<file path="src/design/saq_pkg.sv">
// ----------------------------------------------------------------------------
// saq_pkg
// Shared types and constants for the sorted alarm queue.
// ----------------------------------------------------------------------------
package saq_pkg;

  localparam int QUEUE_DEPTH = 16;
  localparam int ADDR_W      = (QUEUE_DEPTH > 1) ? $clog2(QUEUE_DEPTH) : 1;
  localparam int CNT_W       = $clog2(QUEUE_DEPTH + 1);
  localparam int SUM_W       = ADDR_W + 1;
  localparam int ENTRY_W     = 64;

  typedef enum logic [1:0] {
    KIND_ACCEPTED = 2'd0,
    KIND_FULL     = 2'd1,
    KIND_FIRED    = 2'd2
  } kind_e;

  typedef enum logic {
    ACT_INSERT = 1'b0,
    ACT_TICK   = 1'b1
  } action_e;

  typedef enum logic [2:0] {
    ST_IDLE,
    ST_INS_READ,
    ST_INS_CMP,
    ST_SH_READ,
    ST_SH_WRITE,
    ST_TK_HEAD,
    ST_TK_LOAD,
    ST_TK_CHECK
  } state_t;

  typedef struct packed {
    logic        action;
    logic [15:0] delay_seconds;
    logic [15:0] tag;
  } alarm_cmd_t;

  typedef struct packed {
    logic [1:0]  kind;
    logic [15:0] fired_delay;
    logic [15:0] fired_tag;
    logic        last;
  } alarm_result_t;

  typedef struct packed {
    logic [31:0] expiry;
    logic [15:0] delay;
    logic [15:0] tag;
  } alarm_entry_t;

  // a is at or before b in wrapping time order
  function automatic logic not_after(logic [31:0] a, logic [31:0] b);
    logic [31:0] diff;
    diff = b - a;
    return ~diff[31];
  endfunction

endpackage

</file>
<file path="src/design/saq_ram.sv">
// ----------------------------------------------------------------------------
// saq_ram
// Generic single-port-write, single-port-read RAM with registered read data.
// ----------------------------------------------------------------------------
module saq_ram #(
  parameter int WIDTH = 64,
  parameter int DEPTH = 16
) (
  input  logic                                   clk,
  input  logic                                   we,
  input  logic [((DEPTH > 1) ? $clog2(DEPTH) : 1)-1:0] waddr,
  input  logic [WIDTH-1:0]                       wdata,
  input  logic [((DEPTH > 1) ? $clog2(DEPTH) : 1)-1:0] raddr,
  output logic [WIDTH-1:0]                       rdata
);

  logic [WIDTH-1:0] mem [DEPTH];

  always_ff @(posedge clk) begin
    if (we) begin
      mem[waddr] <= wdata;
    end
    rdata <= mem[raddr];
  end

endmodule

</file>
<file path="src/design/sorted_alarm_queue_unit.sv">
// ----------------------------------------------------------------------------
// sorted_alarm_queue_unit
// Alarm queue sorted by expiry, with one pending slot in front of it.
// ----------------------------------------------------------------------------
// A transaction is taken when start is high and busy is low. Each result is
// shown for one cycle with result_valid and cannot be held off. An insert
// walks the ring buffer in RAM through one read port: each entry searched
// takes a read and a compare state, each entry shifted a read and a write
// state; busy stays high until the new alarm is written, and the result
// follows. A table-full insert answers in the cycle after it is taken. A tick
// goes through a head state, a load state when a head is moved into the
// pending slot (RAM read latency), and a check state, and goes round again
// for each alarm that fires.
// ----------------------------------------------------------------------------
module sorted_alarm_queue_unit
  import saq_pkg::*;
(
  input  logic          clk,
  input  logic          rst,
  input  logic          start,
  input  alarm_cmd_t    cmd,
  output logic          busy,
  output logic          result_valid,
  output alarm_result_t result
);

  state_t             state, state_next;
  logic [31:0]        now_ctr, now_ctr_next;
  logic [ADDR_W-1:0]  head, head_next;
  logic [CNT_W-1:0]   count, count_next;
  logic [CNT_W-1:0]   idx, idx_next;
  logic [CNT_W-1:0]   pos, pos_next;
  alarm_entry_t       new_entry, new_entry_next;
  alarm_entry_t       pend, pend_next;
  logic               pend_valid, pend_valid_next;
  alarm_entry_t       hold, hold_next;
  logic               hold_valid, hold_valid_next;
  logic               result_valid_next;
  alarm_result_t      result_next;

  logic               ram_we;
  logic [ADDR_W-1:0]  ram_waddr, ram_raddr;
  alarm_entry_t       ram_wdata, ram_rdata;
  logic [ENTRY_W-1:0] ram_rdata_raw;

  logic               accept;
  logic               fire_now;
  logic               ins_hit;

  function automatic logic [ADDR_W-1:0] ring(logic [ADDR_W-1:0] base,
                                             logic [CNT_W-1:0] off);
    logic [SUM_W-1:0] sum;
    sum = SUM_W'(base) + SUM_W'(off);
    if (sum >= SUM_W'(QUEUE_DEPTH)) begin
      sum = sum - SUM_W'(QUEUE_DEPTH);
    end
    return sum[ADDR_W-1:0];
  endfunction

  saq_ram #(
    .WIDTH (ENTRY_W),
    .DEPTH (QUEUE_DEPTH)
  ) u_ram (
    .clk   (clk),
    .we    (ram_we),
    .waddr (ram_waddr),
    .wdata (ram_wdata),
    .raddr (ram_raddr),
    .rdata (ram_rdata_raw)
  );

  assign ram_rdata = alarm_entry_t'(ram_rdata_raw);
  assign busy      = (state != ST_IDLE);
  assign accept    = start && !busy;
  assign fire_now  = pend_valid && not_after(pend.expiry, now_ctr);
  assign ins_hit   = not_after(new_entry.expiry, ram_rdata.expiry);

  // next state
  always_comb begin
    state_next = state;
    case (state)
      ST_IDLE: begin
        if (accept) begin
          if (cmd.action == ACT_TICK) begin
            state_next = ST_TK_HEAD;
          end else if (count != CNT_W'(QUEUE_DEPTH)) begin
            state_next = ST_INS_READ;
          end
        end
      end
      ST_INS_READ: state_next = (idx == count) ? ST_SH_READ : ST_INS_CMP;
      ST_INS_CMP:  state_next = ins_hit ? ST_SH_READ : ST_INS_READ;
      ST_SH_READ:  state_next = (idx == pos) ? ST_IDLE : ST_SH_WRITE;
      ST_SH_WRITE: state_next = ST_SH_READ;
      ST_TK_HEAD: begin
        if (!pend_valid && count != '0) begin
          state_next = ST_TK_LOAD;
        end else begin
          state_next = ST_TK_CHECK;
        end
      end
      ST_TK_LOAD:  state_next = ST_TK_CHECK;
      ST_TK_CHECK: state_next = fire_now ? ST_TK_HEAD : ST_IDLE;
      default:     state_next = ST_IDLE;
    endcase
  end

  // datapath and outputs
  always_comb begin
    now_ctr_next      = now_ctr;
    head_next         = head;
    count_next        = count;
    idx_next          = idx;
    pos_next          = pos;
    new_entry_next    = new_entry;
    pend_next         = pend;
    pend_valid_next   = pend_valid;
    hold_next         = hold;
    hold_valid_next   = hold_valid;
    result_valid_next = 1'b0;
    result_next       = result;
    ram_we            = 1'b0;
    ram_waddr         = ring(head, idx);
    ram_wdata         = ram_rdata;
    ram_raddr         = ring(head, idx);
    case (state)
      ST_IDLE: begin
        if (accept) begin
          if (cmd.action == ACT_TICK) begin
            now_ctr_next = now_ctr + 32'd1;
          end else if (count == CNT_W'(QUEUE_DEPTH)) begin
            result_valid_next = 1'b1;
            result_next       = '{kind: KIND_FULL, fired_delay: '0,
                                  fired_tag: '0, last: 1'b1};
          end else begin
            new_entry_next = '{expiry: now_ctr + 32'(cmd.delay_seconds),
                               delay: cmd.delay_seconds, tag: cmd.tag};
            idx_next       = '0;
          end
        end
      end
      ST_INS_READ: begin
        // end of the walk: append at the tail
        if (idx == count) begin
          pos_next = count;
        end
      end
      ST_INS_CMP: begin
        if (ins_hit) begin
          pos_next = idx;
          idx_next = count;
        end else begin
          idx_next = idx + CNT_W'(1);
        end
      end
      ST_SH_READ: begin
        if (idx == pos) begin
          ram_we            = 1'b1;
          ram_wdata         = new_entry;
          count_next        = count + CNT_W'(1);
          result_valid_next = 1'b1;
          result_next       = '{kind: KIND_ACCEPTED, fired_delay: '0,
                                fired_tag: '0, last: 1'b1};
        end else begin
          ram_raddr = ring(head, idx - CNT_W'(1));
        end
      end
      ST_SH_WRITE: begin
        ram_we   = 1'b1;
        idx_next = idx - CNT_W'(1);
      end
      ST_TK_HEAD: begin
        ram_raddr = head;
      end
      ST_TK_LOAD: begin
        pend_next       = ram_rdata;
        pend_valid_next = 1'b1;
        head_next       = (head == ADDR_W'(QUEUE_DEPTH - 1)) ? '0 : head + ADDR_W'(1);
        count_next      = count - CNT_W'(1);
      end
      ST_TK_CHECK: begin
        // a fired alarm is held back until we know whether the next one fires
        if (hold_valid) begin
          result_valid_next = 1'b1;
          result_next       = '{kind: KIND_FIRED, fired_delay: hold.delay,
                                fired_tag: hold.tag, last: !fire_now};
        end
        hold_valid_next = fire_now;
        if (fire_now) begin
          hold_next       = pend;
          pend_valid_next = 1'b0;
        end
      end
      default: ;
    endcase
  end

  always_ff @(posedge clk) begin
    if (rst) begin
      state        <= ST_IDLE;
      now_ctr      <= '0;
      head         <= '0;
      count        <= '0;
      pend_valid   <= 1'b0;
      hold_valid   <= 1'b0;
      result_valid <= 1'b0;
    end else begin
      state        <= state_next;
      now_ctr      <= now_ctr_next;
      head         <= head_next;
      count        <= count_next;
      pend_valid   <= pend_valid_next;
      hold_valid   <= hold_valid_next;
      result_valid <= result_valid_next;
    end
    idx       <= idx_next;
    pos       <= pos_next;
    new_entry <= new_entry_next;
    pend      <= pend_next;
    hold      <= hold_next;
    result    <= result_next;
  end

endmodule

</file>
<file path="config.mk">
export PLATFORM = sky130hd
export DESIGN_NAME = sorted_alarm_queue_unit
export DESIGN_NICKNAME = d
export VERILOG_FILES = /design/src/design/saq_pkg.sv /design/src/design/saq_ram.sv /design/src/design/sorted_alarm_queue_unit.sv
export SDC_FILE = /design/constraint.sdc
export NUM_CORES = 2
export LEC_CHECK = 0
export BUFFER_PORTS_ARGS = -buffer_cell sky130_fd_sc_hd__buf_2
export CORE_MARGIN = 2
export CORE_UTILIZATION = 55
export CTS_BUF_LIST = sky130_fd_sc_hd__clkbuf_16
export CTS_CLUSTER_SIZE = 20
export DETAILED_ROUTE_END_ITERATION = 10
export GPL_TIMING_DRIVEN = 0
export HOLD_SLACK_MARGIN = 0.1
export PLACE_DENSITY = 0.73
export SYNTH_ARGS = -nofsm -noshare
export SYNTH_HDL_FRONTEND = slang
export SYNTH_HIERARCHICAL = 1
export SYNTH_SLANG_ARGS = --single-unit
</file>
<file path="constraint.sdc">
create_clock -name clk -period 15.3 [get_ports clk]
set_clock_uncertainty 0.1 [all_clocks]
set_input_delay 4.59 -clock clk [delete_from_list [all_inputs] [get_ports clk]]
set_output_delay 4.59 -clock clk [all_outputs]
set_load 0.02 [all_outputs]
</file>
==> summary.md <==
| Metric | Value |
|---|---|
| Longest Clk Path Bufs | `3` |
| Drt pass-1 iters | `5` |
| Number of flops mapped to enable cells by yosys | `1,229` |
| CTS Hold Bufs | `0` |
| GRT Util Overall | `a little over a quarter` |
| Global-route wire length before repair | `185,000 um` |
| Routed WL | `126,000 um` |
| Met1 WL | `48,400 um` |
| Final Net Count | `3,104` |
| Number of stages on the worst hold path | `0` |
| Power Total | `roughly 12 mW` |
| Initial antenna violation count | `2` |
| GR Overflow Total | `0` |
| Top cell type's share of synthesized area | `70.4%` |
| Synth cell count leaders | `1,229 x edfxtp_1, 256 x mux4_2, 129 x a22oi_1` |
| Latest clock arrival within the worst-skew pair | `0.75 ns` |
| Post-CTS setup buffers | `0` |
| Critical path, cell by cell | `buf_2, ha_1, inv_1, fa_1, nor2b_1, o21bai_1, a21oi_1, nor3_1, nor3_1, o21ai_0, xnor2_1` |
| Seq pwr share | `approximately two fifths` |
| Synth Cell Area | `52,400 um^2` |
| Placed instance count | `4,107` |
| Slew Limit Fails | `0` |
| R2r endpoint | `u_ram/mem[0][30]$_DFFE_PP_` |
| Die Y | `about 310 um` |
| Largest net degree at the start of global routing | `between 40 and 50` |
| Post-Layout Cell Count | `4,348` |
| P_sw | `3.66 mW` |
| Worst EP arrival | `between 7 and 8 ns` |
| Maximum vdd ir drop | `0.140 mV` |
| Syn-to-layout area delta | `14.2%` |
| Clock power share | `26.6%` |
| Clock-pin slew on the worst setup and hold paths | `0.06 ns` |
| Highest-delay cell along the critical path | `nor3_1` |
| R2R setup slack | `10.02 ns` |
| Max_cap viols | `0` |
| R2r startpoint | `idx[0]$_DFFE_PP_` |
| Final hold slack | `0.316 ns` |
| Die X | `roughly 310 um` |
| Die area | `97,800 um^2` |
| Worst R2R Path Depth | `15` |
| Gpl congestion | `0.818` |
| CTS buffer count | `131` |
| I/O Buffers | `71` |
| Leak Pwr | `just over 20 nW` |
| Sw Share | `31.7%` |
| Max Used Layer | `met5` |
| CTS tree | `done` |
| Ant diodes | `0` |
| Mapped Avg Cell Area | `19.4 um^2` |
| Async S/R FF share, synth | `0%` |
| Post-synthesis net count | `approximately 2,800` |
| Placeable Area | `94,700 um^2` |
| RSZ-0062 raised after global routing | `false` |
| H-tree depth | `4` |
| Cell Rows | `113` |
| Via density | `6.34` |
| Starting Density | `55.3%` |
| Max frequency | `138 MHz` |
| Critical path type | `input pin to flop` |
| Critical Path RT | `15.67 ns` |
| Count leader, synth | `edfxtp_1` |
| Synth top area cells | `edfxtp_1 70%, mux4_2 11%, dfxtp_1 4.2%` |
| Period utilization | `47.5%` |
| Worst Hold Class | `flop to flop` |
| Critical Path Source Type | `input pin` |
| Post-synthesis sequential area ratio | `between 70% and 80%` |
| Worst Hold End | `hold[22]$_DFFE_PP_` |
| Post-route DRC | `0` |
| Largest stage delay, worst path | `around 0.90 ns` |
| Share of cells above drive strength 1 | `22.4%` |
| Setup TNS | `0 ns` |
| Run status | `finished clean` |
| Worst path depth | `11` |
| Routed WL per cell | `approximately 29 um` |
| P per Cell Area | `around 190 nW/um^2` |
| Post-route setup slack | `8.04 ns` |
| Top Ports | `73` |
| Routed Antenna Nets | `0` |
| Crit Path Max Fanout | `7` |
| Seq cells post-synth | `1,340` |
| Clock sinks | `~1,300` |
| Top_reg_cell synth | `edfxtp_1` |
| Number of DRC violations after detailed-routing iteration 0 | `3,271` |
| Internal | `7.89 mW` |
| Pre-CTS setup slack | `between 7 and 8 ns` |
| Worst-margin pin slew | `1.10 ns` |
| Post-Syn Instances | `2,696` |
| Number of synthesis warnings | `6` |
| Most used cell along the critical path | `nor3_1` |
| Vias in the first global route | `around 28,000` |
| Wire length on met2 | `about 61,000 um` |
| Final hold vios | `0` |
| Clock root buffer | `clkbuf_16` |
| Post-detail-place hpwl | `just over 80,000 um` |
| Slew HR | `25.9%` |
| HP Start | `pend[22]$_DFFE_PP_` |
| Post-cts resize count | `0` |
| Via count | `27,571` |
| WL met3 | `12,500 um` |
| Endpoint class of the critical path | `flop` |
| Unique cell type count in the Yosys netlist | `71` |
| Final setup vio count | `0` |
| Cell taking the most area after synthesis | `edfxtp_1` |
| Fillcell total | `6,308` |
| Comb pwr share | `31.4%` |
| Crit-path leading delay family | `simple AND/OR/NAND/NOR gates` |
| WP buf/inv | `2` |
| Final min period | `7.26 ns` |
==> how the worst max path moves through the flow <==
stage / start / end
final: cmd[16] / new_entry[62]$_DFFE_PP_
after floorplan: start / result[0]$_DFFE_PP_
after detailed placement: cmd[16] / new_entry[62]$_DFFE_PP_
after global placement: idx[0]$_DFFE_PP_ / u_ram/mem[12][27]$_DFFE_PP_
after CTS: cmd[16] / new_entry[62]$_DFFE_PP_
after global routing: cmd[16] / new_entry[62]$_DFFE_PP_
==> area by class of cell <==
type                    count  area, um^2  area share [%]
well taps                1265        1580            2.64
repair buffers            146        1640            2.73
clock inverters           105         698            1.17
plain buffers             119         646            1.08
clock buffers             136        3400            5.68
inverters                  82         308           0.514
multi-input cells        1155       12500            20.8
flip-flops and latches   1340       39100            65.4
==> power groups by stage <==
stage	clock [mW]	combinational [mW]	sequential, mW
after detailed placement	0	3.58	4.93
final	3.07	3.62	4.85
after floorplan	0	2.44	4.90
after global routing	3.25	3.86	4.87
after global placement	0	3.40	4.95
after CTS	3.11	3.62	4.86
==> cell families after synthesis <==
group                    count (synthesis)  share of synthesized area [%]
multiplexers                           328                           12.5
buffers and inverters                  201                           1.81
XOR/XNOR                                85                           1.42
AND/OR/NAND/NOR                        355                           3.43
adder cells (fa/ha/maj)                 93                           2.28
AO/OA/AOI/OAI                          294                           3.89
flip-flops                            1340                           74.6
==> routing by layer <==
layer | track usage, % | up-vias
li1 | - | 11452
met1 | 36.1 | 14355
met2 | 42.1 | 1535
met3 | 5.61 | 227
met4 | 8.37 | 2
met5 | 0 | -
==> through the flow <==
step / instance area (um^2) / utilization [%]
after detailed placement: 55800 / 58.9
final: 59900 / 63.2
after floorplan: 52400 / -
after global placement: 54400 / 57.4
after global routing: 59900 / 63.2
after CTS: 59900 / 63.2
==> placed cells by master, fill, tap and decap left out, types with 50 or more instances in the layout <==
cell,count
mux4_2,256
inv_1,117
ha_1,89
nand2_1,117
edfxtp_1,1229
buf_2,86
a21oi_1,53
a22oi_1,129
clkbuf_16,136
nor2_1,64
dfxtp_1,111
buf_6,50
clkbuf_1,61
==> worst reg2reg max path, delay by kind of cell, from the launching register on <==
kind,cells,cell delay (ns)
xor gates and xnor gates,1,0.17
DFF,1,0.42
buffers and inverters,8,1.89
and+or+nand+nor,6,2.38
==> registers in the layout, indices dropped and copies added (netlist names) <==
register	flops
pend_valid	1
idx	5
result_valid	1
hold	32
result	35
state	3
pend	64
new_entry	64
count	5
hold_valid	1
now_ctr	32
head	4
u_ram/mem	1024
pos	5
u_ram/rdata	64
Power figures use the tool's default switching activity.
